--- config.mk ---
export PLATFORM = sky130hd
export DESIGN_NAME = ftpcf_mac
export DESIGN_NICKNAME = d
export VERILOG_FILES = /design/src/ftpcf_pkg.sv /design/src/ftpcf_mac.sv
export SDC_FILE = /design/constraint.sdc
export NUM_CORES = 2
export LEC_CHECK = 0
export ABC_CLOCK_PERIOD_IN_PS = 8800
export BUFFER_PORTS_ARGS = -buffer_cell sky130_fd_sc_hd__clkbuf_2
export CAP_MARGIN = 0
export CORE_UTILIZATION = 44
export DETAILED_ROUTE_END_ITERATION = 10
export PLACE_DENSITY_LB_ADDON = 0.3
export SYNTH_ARGS = -nofsm -noshare
export SYNTH_HDL_FRONTEND = slang
export SYNTH_SLANG_ARGS = --single-unit
--- constraint.sdc ---
create_clock -name clk_i -period 8.8 [get_ports clk_i]
set_input_delay 0.88 -clock clk_i [delete_from_list [all_inputs] [get_ports clk_i]]
set_output_delay 0.88 -clock clk_i [all_outputs]
set_load 0.02 [all_outputs]
--- src/ftpcf_pkg.sv ---
// ============================================================================
// ftpcf_pkg: shared types and constants of the five-tap point curve filter
// Register indexes, request codes, sequencer states and kernel weights.
// ============================================================================
`default_nettype none
package ftpcf_pkg;

  localparam int unsigned MaxPointsDef = 1024;
  localparam int unsigned CoordBitsDef = 32;
  localparam int unsigned IdxBits      = 10;
  localparam int unsigned CntBits      = 11;
  localparam int unsigned CfgIdxBits   = 3;
  localparam int unsigned CfgDataBits  = 16;
  localparam int unsigned WBits        = 6;
  localparam int unsigned ReqBits      = 2;

  typedef enum logic [ReqBits-1:0] {
    REQ_WRITE = 2'd0,
    REQ_RUN   = 2'd1,
    REQ_READ  = 2'd2,
    REQ_NONE  = 2'd3
  } req_e;

  typedef enum logic [CfgIdxBits-1:0] {
    REG_COUNT  = 3'd0,
    REG_KERNEL = 3'd1,
    REG_MODE   = 3'd2,
    REG_ITER   = 3'd3,
    REG_FIRST  = 3'd4,
    REG_LAST   = 3'd5
  } reg_e;

  typedef enum logic [2:0] {
    ST_IDLE,
    ST_FETCH,
    ST_CALC,
    ST_WRITE,
    ST_ACK
  } state_e;

  typedef logic signed [WBits-1:0] weight_t;

  // tap weight: tap 0..4 in middle window, edge uses taps 0..3
  function automatic weight_t mid_weight(input logic [1:0] k, input logic [2:0] t);
    weight_t w;
    w = '0;
    case (k)
      2'd1: begin
        case (t)
          3'd0, 3'd4: w = 6'sd1;
          3'd1, 3'd3: w = 6'sd4;
          default:    w = 6'sd6;
        endcase
      end
      2'd2: begin
        case (t)
          3'd0, 3'd4: w = -6'sd1;
          3'd1, 3'd3: w = -6'sd4;
          default:    w = 6'sd26;
        endcase
      end
      default: begin
        case (t)
          3'd0, 3'd4: w = -6'sd1;
          3'd1, 3'd3: w = 6'sd4;
          default:    w = 6'sd10;
        endcase
      end
    endcase
    return w;
  endfunction

  function automatic weight_t edge_weight(input logic [1:0] k, input logic [2:0] t);
    weight_t w;
    w = '0;
    case (k)
      2'd1: begin
        case (t)
          3'd0:    w = 6'sd6;
          3'd1:    w = 6'sd5;
          3'd2:    w = 6'sd4;
          3'd3:    w = 6'sd1;
          default: w = '0;
        endcase
      end
      2'd2: begin
        case (t)
          3'd0:    w = -6'sd6;
          3'd1:    w = 6'sd27;
          3'd2:    w = -6'sd4;
          3'd3:    w = -6'sd1;
          default: w = '0;
        endcase
      end
      default: begin
        case (t)
          3'd0:    w = 6'sd2;
          3'd1:    w = 6'sd11;
          3'd2:    w = 6'sd4;
          3'd3:    w = -6'sd1;
          default: w = '0;
        endcase
      end
    endcase
    return w;
  endfunction

endpackage
`default_nettype wire

--- src/ftpcf_mac.sv ---
// ============================================================================
// ftpcf_mac: tap accumulator
// Accumulates weighted taps for three coordinates, then floors, optionally
// subtracts and saturates the result.
// ============================================================================
`default_nettype none
module ftpcf_mac
  import ftpcf_pkg::*;
#(
  parameter int unsigned CoordBits = 32
) (
  input  wire logic                        clk_i,
  input  wire logic                        clr_i,
  input  wire logic                        acc_i,
  input  wire weight_t                     w_i,
  input  wire logic     [3*CoordBits-1:0]  tap_i,
  input  wire logic                        sub_i,
  input  wire logic     [3*CoordBits-1:0]  ctr_i,
  output logic          [3*CoordBits-1:0]  res_o
);

  localparam int unsigned AccBits  = CoordBits + WBits + 4;
  localparam int unsigned ProdBits = CoordBits + WBits;

  logic signed [AccBits-1:0]  acc_q [3];
  logic signed [ProdBits-1:0] prod  [3];

  // tap times weight, full width
  always_comb begin
    for (int c = 0; c < 3; c++) begin
      prod[c] = $signed(tap_i[c*CoordBits +: CoordBits]) * w_i;
    end
  end

  // multiply-accumulate per coordinate
  always_ff @(posedge clk_i) begin
    for (int c = 0; c < 3; c++) begin
      if (clr_i) begin
        acc_q[c] <= '0;
      end else if (acc_i) begin
        acc_q[c] <= acc_q[c] + AccBits'(prod[c]);
      end
    end
  end

  // floor divide by 16, optional subtract, saturate
  always_comb begin
    logic signed [AccBits-1:0] f;
    logic signed [AccBits-1:0] hi;
    logic signed [AccBits-1:0] lo;
    hi = AccBits'({1'b0, {(CoordBits-1){1'b1}}});
    lo = -hi - AccBits'(1);
    res_o = '0;
    for (int c = 0; c < 3; c++) begin
      f = acc_q[c] >>> 4;
      if (sub_i) begin
        f = f - AccBits'($signed(ctr_i[c*CoordBits +: CoordBits]));
      end
      if (f > hi) begin
        f = hi;
      end else if (f < lo) begin
        f = lo;
      end
      res_o[c*CoordBits +: CoordBits] = f[CoordBits-1:0];
    end
  end

endmodule
`default_nettype wire

Word-level counts from Yosys, hierarchy flattened
Memories as Yosys holds them, arrays and structs flattened. Cells that the tools add are included. W data, S select, Z words.

Bitwise logic cells: 3. Muxes and demuxes: 17. $lt $le $gt $ge: 6. Multipliers: 3. $add $sub $neg: 6.

Operators by type and width (number): $mux W42 (6); $mux W32 (6); $add A42 B38 Y42 (3); $gt A42 B32 Y1 const B (3); $lt A42 B32 Y1 const B (3); $sub A38 B32 Y39 (3); $mul A32 B6 Y38 (3); $mux W1 (5); $or A1 B1 Y1 (3).

Flip-flop bits (word level): 0. Memory bits (writable): 126. Word-level logic and storage cells: 36. Memories kept: 1. Output and inout port bits: 96.

Memory list: acc_q (words 3, bits a word 42, read ports 3, clocked after Yosys merged registers in 0, write ports 3, line ftpcf_mac.sv:25) `logic signed [AccBits-1:0] acc_q [3];`.

Logic depth before layout (Yosys ltp)
Depth after elaboration: 5. Mapped depth: 23. Mapped depth without buffers: 21.

Worst setup path before layout
Ideal clock, no wire load.

Kind: in2reg. Start point: input port w_i[0]. End point: memory acc_q[0][39] (netlist name), data pin. Setup time: 0.266 ns. Data arrival time: 6.199 ns. Data required time: 8.534 ns. Cell stages on the path: 21. Setup slack: 2.335 ns. Buffers on the path: 2. Cells stage by stage: clkbuf_1 > clkbuf_1 > nand2_1 > fa_1 > inv_1 > fa_1 > fa_1 > inv_1 > fa_1 > inv_1 > ha_1 > or4_1 > o221ai_1 > o21ai_1 > a221o_1 > o31ai_2 > o2111ai_1 > a31o_2 > a221oi_2 > xor2_1 > nor2_1.

RTL lines: start: declaration (line ftpcf_mac.sv:15) `input wire weight_t w_i,`; end: declaration (line ftpcf_mac.sv:25).

==> metrics.yaml <==
outcome: "completed"
yosys-top-cells-area: "fa_1 (28%), ha_1 (13%), edfxtp_1 (10%), inv_1 (7.9%), and2_1 (6.7%)"
grt_pass1_wl_mm: 158
power.leakage_uw: 0.0201
timing.fmax_mhz: 143
drt_iter0_markers: 1543
synthCells: 4289
vias: 29625
wirelength_mm: 94.9
dp_hpwl_mm: 78.1
fp.dieArea_sq_um: 84600
worst_slack_ns: 1.82
ant_nets: 0
cts_max_path_buffers: 2
cts-root-buf: "clkbuf_16"
drtPass1Iterations: 6
period_minus_slack_ns: 6.98
via_per_inst: 5.33
worst_slew_pin_slew_ns: 1.07
dpl-instance-area_sq_um: 39100
peakVddDrop_mv: 0.202
final_hold_viol_count: 0
synth_ff_type: "edfxtp_1"
rsz0062_at_grt: "false"
slew_headroom_pct: 28.6
ff2ff_path_depth: 18
drc_errors: 0
synth_area_leader_cell: "fa_1"
path_class: "in2reg"
place_congestion: 0.902
num_rows: 105
place_ws_ns: 1.32
post_cts_resize_count: 0
start_kind: "input pin"
synth_warnings: 0
post_drt_wl_per_cell_microns: 17.1
cts_num_sinks: 126
reg2reg_to: "acc_q[1][40]"
ys_types: 90
cts_setup_buffers: 0
worstSetupStartpoint: "w_i[5]"
finalSetupViolations: 0
mappedNetlistNets: 5394
reg2reg_slack_ns: 3.09
die_h_microns: 291
start_util_pct: 44.6
layout_commonest_cell: "inv_1"
die_x_microns: 291
top_register: "acc_q"
grt_overflow: 0
crit_arrival_ns: 7.20
worst_ep_required_time_ns: 9.02
holdWs_ns: 0.654
cts_tree: "built"
stdcell_count: 5556
syn_area_per_cell_sq_um: 8.56
timing.rr.start: "acc_q[1][5]"
ys_seq_area_share_pct: 10.3
drive_gt1_share_pct: 10.1
place_inst: 5519
cp_max_fo: 64
core_area_sq_um: 82400
numPortBuffers: 297
min_period_over_period_pct: 79.3
synth_top_area_share_pct: 28.4
finClkSkew_ns: 0.0142
ys_seq_elements: 126
cap_violations: 0
grt_start_max_net_pins: 78
nets: 5573
top_regs: "acc_q: 126 flops"
drv_slew: 0
largest_reg_flops: 126
grt_pass1_vias: 29972
fin_area_sq_um: 39700
power.density_nw_per_um2: 393
min_path_type: "reg2reg"
final_cell_mix: "inv_1 (770), fa_1 (522), and2_1 (393), ha_1 (381), nor2_1 (320)"
synthArstFlopShare_pct: 0
cts_made_buffers: 17
ios: 298
synth-edff-count: 126
gr-usage-all-layers_pct: 23.1
antenna_found_initial: 13
endpoint: "acc_q[1][40]"
insertion_delay_ns: 0.48
syn_to_final_growth_pct: 8.19
syn-cell-area_sq_um: 36700
holdBufCountCts: 0
htree_num_levels: 4
cp-end-kind: "flop"
cts.clk_slew.worst_paths_ns: 0.06
setup_tns_ns: 0
layer usage:
layer  routed length (microns)  GRT usage (%)  vias up
met5                       109              0        -
met4                      1810           5.97       16
met3                      4060           2.53      111
met2                     44000           37.3      658
met1                     44900           32.7    14498
li1                          -              -    14342
worst min path at each step:
stage / start / endpoint / slack [ns] / cells past startpoint
CTS: acc_q[0][0] / acc_q[0][0] / 0.66 / 2
detailed placement: acc_q[1][0] / acc_q[1][0] / 0.64 / 2
floorplan: acc_q[0][0] / acc_q[0][0] / 0.62 / 2
global placement: acc_q[0][0] / acc_q[0][0] / 0.64 / 2
finish: acc_q[0][0] / acc_q[0][0] / 0.65 / 2
global route: acc_q[0][0] / acc_q[0][0] / 0.70 / 2
logic make-up (layout without fill, tap and decap cells):
family / Yosys count / count (layout) / share of synthesized area [%]
buffers and inverters: 929 / 1121 / 9.66
XOR/XNOR: 204 / 204 / 4.86
flip-flops: 126 / 126 / 10.3
adder cells (fa/ha/maj): 903 / 903 / 41.4
other: 0 / 5 / 0
multiplexers: 64 / 64 / 1.75
AO/OA/AOI/OAI: 815 / 815 / 14.9
AND/OR/NAND/NOR: 1248 / 1248 / 17.1
where the power goes:
group          internal, uW  switching [uW]  leakage [uW]
logic                  5590            7820        0.0184
clock network           454             333      0.000300
registers              1050             350       0.00139
total                  7100            8500        0.0201
stage by stage:
stage / utilization, % / power, uW
6_report: 48.2 / 15600
5_1_grt: 48.2 / 17500
4_1_cts: 48.2 / 15600
3_5_place_dp: 47.5 / 14700
3_3_place_gp: 47.5 / 14600
2_1_floorplan: - / 11800
cells in the mapped netlist, types with 6 or more instances:
| library cell | instances |
|---|---|
| and3_1 | 26 |
| o31ai_1 | 11 |
| nand2_1 | 283 |
| nand3_1 | 37 |
| a211oi_1 | 21 |
| inv_1 | 772 |
| nor2b_1 | 25 |
| buf_2 | 9 |
| o21ai_2 | 51 |
| nor3b_1 | 8 |
| or3_1 | 11 |
| xor2_1 | 83 |
| buf_6 | 6 |
| a21o_1 | 110 |
| o21a_1 | 39 |
| a21oi_2 | 11 |
| clkbuf_1 | 137 |
| edfxtp_1 | 126 |
| o21ai_1 | 20 |
| fa_1 | 522 |
| a2111oi_0 | 6 |
| nor4_1 | 7 |
| a221oi_1 | 9 |
| ha_1 | 381 |
| or2_2 | 6 |
| o21bai_1 | 27 |
| a211o_1 | 13 |
| a31oi_1 | 22 |
| o21ai_0 | 138 |
| nor3_1 | 39 |
| and2_1 | 393 |
| o211ai_1 | 24 |
| o2111ai_1 | 7 |
| a41o_1 | 6 |
| nor2_1 | 320 |
| xnor2_1 | 121 |
| nand4_1 | 31 |
| nand2b_1 | 30 |
| a21oi_1 | 223 |
| and4_1 | 11 |
| mux2i_1 | 62 |
critical path, stage by stage:
cell and delay (ns):
clkbuf_2 0.25, inv_4 0.63, buf_4 0.34, nor2_1 0.09, fa_1 0.50, fa_1 0.45
fa_1 0.51, fa_1 0.42, ha_1 0.37, a21oi_1 0.18, nor2b_1 0.06, o21ai_0 0.14
nand2b_1 0.10, a221oi_1 0.84, nor3_1 0.15, o31ai_1 0.51, o2111ai_1 0.19, a21oi_1 0.19
xor2_1 0.16, nor2_1 0.05
final cells by class:
class                   count  area [sq um]
diodes                      5          12.5
clock buffers              17           425
clock inverters            15           198
fillers                  7997         42600
inverters                 772          2900
multi-input cells        3234         29400
flip-flops and latches    126          3780
well taps                1070          1340
repair buffers            317          1660
No activity file was read; power rests on OpenSTA's default activity.
